[src/sv/cbr_pkg.sv]
package cbr_pkg;

    // field and datapath widths
    localparam int PT_W      = 24;
    localparam int COEF_W    = 16;
    localparam int CHUNK_W   = 32;
    localparam int NUM_CHUNK = 3;
    localparam int ACC_W     = CHUNK_W * NUM_CHUNK;
    localparam int PP_W      = CHUNK_W + 1 + PT_W;
    localparam int CFG_IDX_W = 2;

    // horner stages run 1..LAST_STAGE, stage s uses s chunks of the accumulator
    localparam logic [1:0] FIRST_STAGE = 2'd1;
    localparam logic [1:0] LAST_STAGE  = 2'd3;

    // configuration register indexes
    typedef enum logic [CFG_IDX_W-1:0] {
        CFG_CUBIC  = 2'd0,
        CFG_SQUARE = 2'd1,
        CFG_LINEAR = 2'd2,
        CFG_CONST  = 2'd3
    } cbr_cfg_idx_t;

    // controller to datapath commands
    typedef struct packed {
        logic       load;
        logic       eval_start;
        logic       eval_mid;
        logic       mul;
        logic [1:0] stage;
        logic [1:0] chunk;
        logic       commit;
        logic       step;
        logic       out_load;
    } cbr_cmd_t;

    // datapath to controller status
    typedef struct packed {
        logic narrow;
        logic out_free;
    } cbr_stat_t;

    // sign of a cubic value
    typedef struct packed {
        logic neg;
        logic zero;
    } cbr_sign_t;

endpackage

[src/sv/cubic_bisection_root_core.sv]
// Bisection root finder for a cubic a*x^3 + b*x^2 + c*x + d.
// Configuration: cfg_we writes cfg_data into the coefficient chosen by cfg_index
// (0 cubic, 1 square, 2 linear, 3 constant); write only while the block is idle.
// Input channel (in_valid/in_ready) carries two interval ends, signed fixed point
// with FRAC_BITS fractional bits; they may come in either order.
// Output channel (out_valid/out_ready) carries the midpoint of the final interval,
// whose width is at most 0.001 rounded to the nearest LSB (66 LSB at 16 fractional bits).
// The cubic is evaluated exactly in a 96-bit Horner accumulator on one shared
// 33x24 multiplier, one 32-bit chunk per cycle; the sign at the lower end is
// kept across steps. An item already within tolerance goes to the output register
// with no evaluation; otherwise the lower end is evaluated once, then each bisection
// step evaluates the midpoint (at most 18 steps at 16 fractional bits).
// One item is worked on at a time; in_ready is high only while idle.
// The result sits in an output register; the next item is taken while it waits,
// and the block stalls before its own result only if that register is still full.
// Reset clears coefficients to zero, empties the output register and idles.
module cubic_bisection_root_core #(
    parameter int FRAC_BITS = 16
) (
    input  logic                                clk,
    input  logic                                rst_n,
    input  logic                                cfg_we,
    input  logic [cbr_pkg::CFG_IDX_W-1:0]       cfg_index,
    input  logic [cbr_pkg::COEF_W-1:0]          cfg_data,
    input  logic                                in_valid,
    output logic                                in_ready,
    input  logic signed [cbr_pkg::PT_W-1:0]     end_one,
    input  logic signed [cbr_pkg::PT_W-1:0]     end_two,
    output logic                                out_valid,
    input  logic                                out_ready,
    output logic signed [cbr_pkg::PT_W-1:0]     root_estimate
);

    cbr_pkg::cbr_cmd_t  cmd;
    cbr_pkg::cbr_stat_t stat;

    // sequencer
    cbr_ctrl u_ctrl (
        .clk      (clk),
        .rst_n    (rst_n),
        .in_valid (in_valid),
        .in_ready (in_ready),
        .stat     (stat),
        .cmd      (cmd)
    );

    // interval registers, shared multiplier and output register
    cbr_datapath #(
        .FRAC_BITS (FRAC_BITS)
    ) u_datapath (
        .clk           (clk),
        .rst_n         (rst_n),
        .cfg_we        (cfg_we),
        .cfg_index     (cfg_index),
        .cfg_data      (cfg_data),
        .end_one       (end_one),
        .end_two       (end_two),
        .cmd           (cmd),
        .stat          (stat),
        .out_valid     (out_valid),
        .out_ready     (out_ready),
        .root_estimate (root_estimate)
    );

endmodule

[src/sv/cbr_ctrl.sv]
module cbr_ctrl (
    input  logic                clk,
    input  logic                rst_n,
    input  logic                in_valid,
    output logic                in_ready,
    input  cbr_pkg::cbr_stat_t  stat,
    output cbr_pkg::cbr_cmd_t   cmd
);

    typedef enum logic [2:0] {
        S_IDLE,
        S_CHECK,
        S_MUL,
        S_DRAIN,
        S_STEP,
        S_FINISH
    } state_t;

    state_t     state_reg, state_next;
    logic [1:0] stage_reg, stage_next;
    logic [1:0] chunk_reg, chunk_next;
    logic       lo_done_reg, lo_done_next;
    logic       eval_mid_reg, eval_mid_next;

    // sequencing of load, evaluations, bisection steps and result transfer
    always_comb
    begin
        state_next    = state_reg;
        stage_next    = stage_reg;
        chunk_next    = chunk_reg;
        lo_done_next  = lo_done_reg;
        eval_mid_next = eval_mid_reg;
        cmd           = '0;
        in_ready      = 1'b0;
        unique case (state_reg)
            S_IDLE:
            begin
                in_ready = 1'b1;
                if (in_valid)
                begin
                    cmd.load     = 1'b1;
                    lo_done_next = 1'b0;
                    state_next   = S_CHECK;
                end
            end
            S_CHECK:
            begin
                if (stat.narrow)
                begin
                    state_next = S_FINISH;
                end
                else
                begin
                    // first evaluation of an item is at the lower end
                    cmd.eval_start = 1'b1;
                    cmd.eval_mid   = lo_done_reg;
                    eval_mid_next  = lo_done_reg;
                    stage_next     = cbr_pkg::FIRST_STAGE;
                    chunk_next     = 2'd0;
                    state_next     = S_MUL;
                end
            end
            S_MUL:
            begin
                cmd.mul   = 1'b1;
                cmd.stage = stage_reg;
                cmd.chunk = chunk_reg;
                if (chunk_reg == stage_reg - 2'd1)
                begin
                    state_next = S_DRAIN;
                end
                else
                begin
                    chunk_next = chunk_reg + 2'd1;
                end
            end
            S_DRAIN:
            begin
                cmd.commit   = 1'b1;
                cmd.stage    = stage_reg;
                cmd.eval_mid = eval_mid_reg;
                if (stage_reg == cbr_pkg::LAST_STAGE)
                begin
                    if (eval_mid_reg)
                    begin
                        state_next = S_STEP;
                    end
                    else
                    begin
                        lo_done_next = 1'b1;
                        state_next   = S_CHECK;
                    end
                end
                else
                begin
                    stage_next = stage_reg + 2'd1;
                    chunk_next = 2'd0;
                    state_next = S_MUL;
                end
            end
            S_STEP:
            begin
                cmd.step   = 1'b1;
                state_next = S_CHECK;
            end
            S_FINISH:
            begin
                if (stat.out_free)
                begin
                    cmd.out_load = 1'b1;
                    state_next   = S_IDLE;
                end
            end
            default:
            begin
                state_next = S_IDLE;
            end
        endcase
    end

    // state and counters
    always_ff @(posedge clk or negedge rst_n)
    begin
        if (!rst_n)
        begin
            state_reg    <= S_IDLE;
            stage_reg    <= cbr_pkg::FIRST_STAGE;
            chunk_reg    <= 2'd0;
            lo_done_reg  <= 1'b0;
            eval_mid_reg <= 1'b0;
        end
        else
        begin
            state_reg    <= state_next;
            stage_reg    <= stage_next;
            chunk_reg    <= chunk_next;
            lo_done_reg  <= lo_done_next;
            eval_mid_reg <= eval_mid_next;
        end
    end

    // chunk counter stays inside the stage
    assert property (@(posedge clk) disable iff (!rst_n)
        state_reg == S_MUL |-> chunk_reg < stage_reg)
        else $error("chunk index beyond stage");

    // stage zero is never multiplied
    assert property (@(posedge clk) disable iff (!rst_n)
        state_reg == S_MUL |-> stage_reg != 2'd0)
        else $error("multiply in stage zero");

    // a finished midpoint evaluation always leads to a bisection step
    assert property (@(posedge clk) disable iff (!rst_n)
        (state_reg == S_DRAIN && stage_reg == cbr_pkg::LAST_STAGE && eval_mid_reg)
        |=> state_reg == S_STEP)
        else $error("midpoint sign dropped");

endmodule

[src/sv/cbr_datapath.sv]
module cbr_datapath #(
    parameter int FRAC_BITS = 16
) (
    input  logic                                clk,
    input  logic                                rst_n,
    input  logic                                cfg_we,
    input  logic [cbr_pkg::CFG_IDX_W-1:0]       cfg_index,
    input  logic [cbr_pkg::COEF_W-1:0]          cfg_data,
    input  logic signed [cbr_pkg::PT_W-1:0]     end_one,
    input  logic signed [cbr_pkg::PT_W-1:0]     end_two,
    input  cbr_pkg::cbr_cmd_t                   cmd,
    output cbr_pkg::cbr_stat_t                  stat,
    output logic                                out_valid,
    input  logic                                out_ready,
    output logic signed [cbr_pkg::PT_W-1:0]     root_estimate
);

    localparam int ACC_W   = cbr_pkg::ACC_W;
    localparam int PT_W    = cbr_pkg::PT_W;
    localparam int COEF_W  = cbr_pkg::COEF_W;
    localparam int CHUNK_W = cbr_pkg::CHUNK_W;
    localparam int PP_W    = cbr_pkg::PP_W;
    localparam int TOL_RAW = ((1 << FRAC_BITS) + 500) / 1000;
    localparam int TOL     = (TOL_RAW < 1) ? 1 : TOL_RAW;
    localparam logic signed [PT_W:0] TOL_W = (PT_W+1)'(TOL);

    logic signed [COEF_W-1:0] coef_a_reg, coef_b_reg, coef_c_reg, coef_d_reg;
    logic signed [PT_W-1:0]   lo_reg, hi_reg, x_reg, root_reg;
    logic                     out_valid_reg;
    logic signed [ACC_W-1:0]  acc_reg, prod_reg;
    logic signed [PP_W-1:0]   pp_reg;
    logic [1:0]               pp_chunk_reg;
    logic                     pp_valid_reg;
    cbr_pkg::cbr_sign_t       s_lo_reg, s_mid_reg;

    logic signed [PT_W:0]     width_w, mid_w;
    logic signed [PT_W-1:0]   mid;
    logic [CHUNK_W-1:0]       word;
    logic                     chunk_top;
    logic signed [CHUNK_W:0]  mul_a;
    logic signed [PP_W-1:0]   mul_full;
    logic signed [ACC_W-1:0]  pp_ext, pp_shift, sum, coef_term;
    cbr_pkg::cbr_sign_t       sum_sign;
    logic                     flip;

    // interval width and midpoint, lo <= hi always holds while busy
    assign width_w = {hi_reg[PT_W-1], hi_reg} - {lo_reg[PT_W-1], lo_reg};
    assign mid_w   = {lo_reg[PT_W-1], lo_reg} + {1'b0, width_w[PT_W:1]};
    assign mid     = mid_w[PT_W-1:0];

    assign stat.narrow   = (width_w <= TOL_W);
    assign stat.out_free = !out_valid_reg || out_ready;

    // accumulator chunk for the shared multiplier, top chunk of the stage is signed
    always_comb
    begin
        case (cmd.chunk)
            2'd0:    word = acc_reg[CHUNK_W-1:0];
            2'd1:    word = acc_reg[2*CHUNK_W-1:CHUNK_W];
            default: word = acc_reg[3*CHUNK_W-1:2*CHUNK_W];
        endcase
    end
    assign chunk_top = (cmd.chunk == cmd.stage - 2'd1);
    assign mul_a     = {chunk_top & word[CHUNK_W-1], word};
    assign mul_full  = PP_W'(mul_a) * PP_W'(x_reg);

    // partial product aligned to its chunk position
    assign pp_ext = {{(ACC_W-PP_W){pp_reg[PP_W-1]}}, pp_reg};
    always_comb
    begin
        case (pp_chunk_reg)
            2'd0:    pp_shift = pp_ext;
            2'd1:    pp_shift = pp_ext <<< CHUNK_W;
            default: pp_shift = pp_ext <<< (2 * CHUNK_W);
        endcase
    end
    assign sum = pp_valid_reg ? (prod_reg + pp_shift) : prod_reg;

    // scaled coefficient added in each horner stage
    always_comb
    begin
        case (cmd.stage)
            2'd1:    coef_term = {{(ACC_W-COEF_W){coef_b_reg[COEF_W-1]}}, coef_b_reg}
                                 <<< FRAC_BITS;
            2'd2:    coef_term = {{(ACC_W-COEF_W){coef_c_reg[COEF_W-1]}}, coef_c_reg}
                                 <<< (2 * FRAC_BITS);
            default: coef_term = {{(ACC_W-COEF_W){coef_d_reg[COEF_W-1]}}, coef_d_reg}
                                 <<< (3 * FRAC_BITS);
        endcase
    end

    assign sum_sign.neg  = sum[ACC_W-1];
    assign sum_sign.zero = (sum == '0);

    // strict sign change between lower end and midpoint
    assign flip = !s_lo_reg.zero && !s_mid_reg.zero && (s_lo_reg.neg != s_mid_reg.neg);

    // coefficient registers
    always_ff @(posedge clk or negedge rst_n)
    begin
        if (!rst_n)
        begin
            coef_a_reg <= '0;
            coef_b_reg <= '0;
            coef_c_reg <= '0;
            coef_d_reg <= '0;
        end
        else if (cfg_we)
        begin
            unique case (cfg_index)
                cbr_pkg::CFG_CUBIC:  coef_a_reg <= cfg_data;
                cbr_pkg::CFG_SQUARE: coef_b_reg <= cfg_data;
                cbr_pkg::CFG_LINEAR: coef_c_reg <= cfg_data;
                cbr_pkg::CFG_CONST:  coef_d_reg <= cfg_data;
                default:             coef_a_reg <= coef_a_reg;
            endcase
        end
    end

    // interval, evaluation point and horner accumulators
    always_ff @(posedge clk)
    begin
        if (cmd.load)
        begin
            if (end_two < end_one)
            begin
                lo_reg <= end_two;
                hi_reg <= end_one;
            end
            else
            begin
                lo_reg <= end_one;
                hi_reg <= end_two;
            end
        end
        else if (cmd.step)
        begin
            if (flip)
            begin
                hi_reg <= mid;
            end
            else
            begin
                lo_reg   <= mid;
                s_lo_reg <= s_mid_reg;
            end
        end

        if (cmd.eval_start)
        begin
            x_reg   <= cmd.eval_mid ? mid : lo_reg;
            acc_reg <= {{(ACC_W-COEF_W){coef_a_reg[COEF_W-1]}}, coef_a_reg};
        end

        if (cmd.mul)
        begin
            pp_reg       <= mul_full;
            pp_chunk_reg <= cmd.chunk;
        end

        if (cmd.mul && cmd.chunk == 2'd0)
        begin
            prod_reg <= coef_term;
        end
        else
        begin
            prod_reg <= sum;
        end

        if (cmd.commit)
        begin
            if (cmd.stage == cbr_pkg::LAST_STAGE)
            begin
                if (cmd.eval_mid)
                begin
                    s_mid_reg <= sum_sign;
                end
                else
                begin
                    s_lo_reg <= sum_sign;
                end
            end
            else
            begin
                acc_reg <= sum;
            end
        end

        if (cmd.out_load)
        begin
            root_reg <= mid;
        end
    end

    // partial product valid flag and output register
    always_ff @(posedge clk or negedge rst_n)
    begin
        if (!rst_n)
        begin
            pp_valid_reg  <= 1'b0;
            out_valid_reg <= 1'b0;
        end
        else
        begin
            pp_valid_reg <= cmd.mul;
            if (cmd.out_load)
            begin
                out_valid_reg <= 1'b1;
            end
            else if (out_ready)
            begin
                out_valid_reg <= 1'b0;
            end
        end
    end

    assign out_valid     = out_valid_reg;
    assign root_estimate = root_reg;

    // a bisection step keeps the interval ordered
    assert property (@(posedge clk) disable iff (!rst_n)
        cmd.step |=> hi_reg >= lo_reg)
        else $error("interval ends out of order");

    // a result is only taken from a narrow interval
    assert property (@(posedge clk) disable iff (!rst_n)
        cmd.out_load |-> stat.narrow)
        else $error("result from wide interval");

    // a stage commit always folds in its last partial product
    assert property (@(posedge clk) disable iff (!rst_n)
        cmd.commit |-> pp_valid_reg)
        else $error("commit without partial product");

endmodule

[config.mk]
export PLATFORM = sky130hd
export DESIGN_NAME = cubic_bisection_root_core
export DESIGN_NICKNAME = d
export VERILOG_FILES = /design/src/sv/cbr_pkg.sv /design/src/sv/cubic_bisection_root_core.sv /design/src/sv/cbr_ctrl.sv /design/src/sv/cbr_datapath.sv
export SDC_FILE = /design/constraint.sdc
export NUM_CORES = 2
export LEC_CHECK = 0
export BUFFER_PORTS_ARGS = -buffer_cell sky130_fd_sc_hd__buf_2
export CORE_MARGIN = 2
export CORE_UTILIZATION = 42
export CTS_BUF_LIST = sky130_fd_sc_hd__clkbuf_4
export CTS_CLUSTER_SIZE = 24
export DETAILED_ROUTE_END_ITERATION = 12
export GPL_ROUTABILITY_DRIVEN = 0
export SETUP_SLACK_MARGIN = 0.1
export SLEW_MARGIN = 20
export SYNTH_ARGS = -nofsm -noshare
export SYNTH_HDL_FRONTEND = slang
export SYNTH_HIERARCHICAL = 1
export SYNTH_SLANG_ARGS = --single-unit
[constraint.sdc]
create_clock -name clk -period 31.5 [get_ports clk]
set_input_delay 3.15 -clock clk [delete_from_list [all_inputs] [get_ports clk]]
set_output_delay 3.15 -clock clk [all_outputs]
set_load 0.01 [all_outputs]
## After elaboration in Yosys (flattened, before gate mapping)

Index checks and enable logic that the tools add are counted.

- Add/sub/neg operators: 7
- Multiplexer cells: 56
- Shifts and indexed selects: 0
- Multipliers: 1
- $lt $le $gt $ge: 2
- Bitwise gates (word level): 2
- Reductions and logical operators: 31
- Divide/modulo/power cells: 0
- Eq/ne operators: 26

Operators by type and width:

| kind | number |
|---|---|
| two-way mux 96 bit | 5 |
| case mux 96 bit (2 select lines) | 2 |
| two-way mux 24 bit | 9 |
| adder 96 bit | 1 |
| zero test 96 bit | 1 |
| case mux 32 bit (2 select lines) | 1 |
| multiplier 33 x 24 -> 57 bit | 1 |
| two-way mux 2 bit | 14 |
| less-or-equal comparator 25 x 8 -> 1 bit, second input constant | 1 |
| subtractor 24 x 24 -> 25 bit | 1 |
| adder 24 bit | 1 |
| < comparator 24 bit | 1 |
| two-way mux 3 bit | 6 |
| case mux 3 bit (6 select lines) | 1 |
| two-way mux 1 bit | 14 |
| inequality test 2 bit, second input constant | 7 |
| AND reduction 2 bit | 7 |
| equality test 2 bit, second input constant | 5 |
| nonzero test 2 bit | 5 |
| AND reduction 3 bit | 3 |
| equality test 2 x 1 -> 1 bit, second input constant | 4 |
| AND reduction 4 bit | 2 |
| equality test 3 x 2 -> 1 bit, second input constant | 2 |
| equality test 3 bit, second input constant | 2 |
| other kinds (18) | 29 |

- Bits in read-only memories: 0
- Memories kept: 0
- Latch bits: 0
- Register bits: 426
- Bits in writable memories: 0
- Input bits: 71
- Logic and storage cells: 148

## Logic depth before layout (Yosys ltp)

- Word-level depth: 9
- Mapped depth: 38
- Depth with buffers taken out: 34

## Cells and area by module

The synthesis kept the hierarchy.

By module, submodules not included:

| module | cells an instance | seq. area each (µm²) | times used | area an instance (µm²) |
|---|---|---|---|---|
| cbr_datapath | 6177 | 10249.8 | 1 | 55210.5 |
| cbr_ctrl | 66 | 226.5 | 1 | 591.8 |

## Worst setup path before layout

Ideal clock, no wire load.

- Path kind: flip-flop to flip-flop
- Start point: reg u_ctrl.state_reg[2]
- End point: reg u_datapath.pp_reg[53] (data pin)
- Path buffers: 5
- Stages on the path, launching flop included: 35
- Arrival time: 11.008 ns
- Setup slack: 20.232 ns
- Data required time: 31.239 ns
- Cell sequence: dfrtp_1 > buf_6 > nor3b_4 > and2_1 > clkbuf_1 > clkbuf_1 > buf_1 > mux2i_1 > o21ai_0 > clkbuf_1 > nand2_1 > fa_1 > inv_1 > fa_1 > fa_1 > ha_1 > inv_1 > fa_1 > fa_1 > fa_1 > inv_1 > ha_1 > o21a_1 > o211a_1 > a221oi_2 > o211ai_2 > a221oi_2 > a21o_1 > or4b_1 > a311oi_2 > o21ai_2 > a31oi_4 > o221ai_2 > a41o_1 > xor2_1

RTL lines:

| what | RTL line | text |
|---|---|---|
| start, declared | cbr_ctrl.sv:19 | `state_t state_reg, state_next;` |
| start signal, assigned | cbr_ctrl.sv:134 | `state_reg <= state_next;` |
| end signal, assigned | cbr_datapath.sv:157 | `pp_reg <= mul_full;` |
| end, declared | cbr_datapath.sv:31 | `logic signed [PP_W-1:0] pp_reg;` |

==> metrics <==
status=finished, final reports clean; fin. max-slew vios=0; Tmin final=~11 ns; Fin. Hold Viols=0; Most common cell on crit path=fa_1; GRT overflow=0; antenna violations before repair=13; initial DRC count=around 4.3k; first-pass GRT wire length=about 280000 um; crit path max-delay cell type=o21ai_4; Max FO, Critical Path=66; I/O pins=97; Worst Setup End Kind=flip-flop; share of the synthesized area in the top cell type=0.290; Synth Register Bits=roughly 430; crit share post-route=0.354; die area=136000 sq um; MaxCap Viol Count=0; post-route cell area=just under 60000 sq um; Syn Nets=roughly 7.4k; DRC violations left=0; commonest non-fill, non-tap cells in the layout=909 x inv_1, 808 x fa_1, 708 x nand2_1; area growth from synthesis to layout=6.76%; sequential share of the synthesized area=0.188; cell count after synthesis=approximately 6.2k; synth unique cells=107; layout cell share with drive strength beyond 1=0.0882; endpoints failing setup=0; H-tree levels=3; core region area=around 130000 sq um; startpoint types=flip-flop; Rel. slew slack=0.260; critical path arrival=between 10 and 15 ns; # hold bufs at CTS=0; vias in the first global route=approximately 46k; Synth area leaders=fa_1 29%, edfxtp_1 8.4%, ha_1 7.2%, dfxtp_1 7.0%, inv_1 6.1%; Worst EP required=~32 ns; pre-CTS setup slack=between 20 and 25 ns; Fin Setup TNS=0 ns; TritonCTS Buffers=108; hpwl dp=138000 um; Post-CTS Resized=0; final setup margin=between 20 and 25 ns; DR WL/cell=22.3 um; first drt pass iteration count=8; Area after DPL=between 50000 and 60000 sq um; Max Clock Freq=around 90 MHz; IO buf count=96; vias=45.0k; Yosys top cell by area=fa_1; Clock Tree Root=clkbuf_4; DR vias/cell=between 5 and 6; utilization after layout=0.453; CTS sink count=between 400 and 500; ys flop type=dfxtp_1; Post-Syn Area per Cell=roughly 8.9 sq um; critical path class=flip-flop to flip-flop; RSZ-0062 raised after global routing=false; Post-CTS Setup Repair Bufs=0; initial core utilization=0.424; Post-synth EDFFs=around 160; maximum root-to-sink buffer count=3; final WL=roughly 180000 um; TritonCTS clock tree=done; critical path's largest stage delay=approximately 0.9 ns; GRT Total Usage=0.265; FFs w/ async S/R, synth=0.176; clock skew=between 0.1 and 0.15 ns; largest net degree at the start of global routing=between 100 and 150; die span in x=369 um; HP Class=flip-flop to flip-flop; Worst-Margin Slew=between 1 and 1.5 ns; row count=133; worst skew pair latency=1.00 ns; commonest non-fill, non-tap cell in the layout=inv_1; Worst-path clk slew=around 0.060 ns; YS warnings=6; Syn Std Cell Area=approximately 56000 sq um; Detail Route Antenna Nets=0; Final #Nets=around 7.4k; chip height=369 um
-- area by class of cell --
cell class              count  area [sq um]
inverters                 910          3420
well taps                1755          2200
diodes                      6          15.0
clock inverters            47           302
clock buffers             153          1150
flip-flops and latches    426         10500
repair buffers            180          1120
multi-input cells        4573         40900
fillers                 12800         72100
-- metal layers --
| metal | vias up | part of all wire | GRT usage |
|---|---|---|---|
| met5 | - | 0.000072 | 0 |
| met4 | 2 | 0.050 | 0.116 |
| met3 | 365 | 0.081 | 0.0433 |
| met2 | 1888 | 0.46 | 0.425 |
| met1 | 22500 | 0.41 | 0.353 |
| li1 | 20300 | - | - |
-- stage by stage --
| step | cells | hold slack (ns) |
|---|---|---|
| global placement | 7844 | 0.449 |
| finish | 8050 | 0.423 |
| detailed placement | 7844 | 0.459 |
| floorplan | 6243 | 0.436 |
| CTS | 8044 | 0.420 |
| global route | 8048 | 0.476 |
-- path summary, 6_finish.rpt --
| check | start | endpoint | slack (ns) | depth (start not counted) |
|---|---|---|---|---|
| worst max-delay path | u_ctrl/state_reg[1] | u_datapath/pp_reg[53] | 20.36 | 32 |
| worst min-delay path | u_datapath/coef_b_reg[11] | u_datapath/prod_reg[27] | 0.42 | 2 |
| worst max register to register | u_ctrl/state_reg[1] | u_datapath/pp_reg[53] | 20.36 | 32 |
| worst min register to register | u_datapath/coef_b_reg[11] | u_datapath/prod_reg[27] | 0.42 | 2 |
| max in group asynchronous | rst_n | u_datapath/pp_valid_reg | 28.29 | 2 |
| min in group asynchronous | rst_n | u_datapath/out_valid | 2.03 | 1 |
-- cell usage after synthesis (all sizes together) (41+ instances only) --
library cell	instances
a21o	116
a21oi	309
a31oi	52
and2	418
clkbuf	295
dfrtp	74
dfxtp	194
edfxtp	157
fa	808
ha	321
inv	910
mux2	87
mux2i	159
nand2	709
nand2b	41
nand3	59
nand4	51
nor2	289
nor2b	101
nor3	53
o21a	45
o21ai	432
xnor2	100
xor2	57
-- worst max-delay path, delay by kind of cell, from the launching register on --
kind	cells	cell delay (ns)
flip-flops	1	0.61
multiplexers	1	0.22
adder cells (fa/ha/maj)	8	3.78
buffers and inverters	6	1.40
AND/OR/NAND/NOR	6	1.61
AO/OA/AOI/OAI	10	3.09
XOR/XNOR	1	0.14
-- logic make-up (layout without fill, tap and decap cells) --
group | after synthesis | after routing | share of synthesized area
other cells | 0 | 6 | 0
xor+xnor | 157 | 157 | 0.0246
mux | 246 | 246 | 0.0461
fa+ha+maj | 1129 | 1129 | 0.362
simple gates | 1850 | 1850 | 0.163
flops | 426 | 426 | 0.188
buf+inv | 1244 | 1290 | 0.0845
compound gates | 1191 | 1191 | 0.132
Power is left out: the tool's default activity adds up to more than one toggle a clock period on the data nets, which glitch-free logic cannot reach.
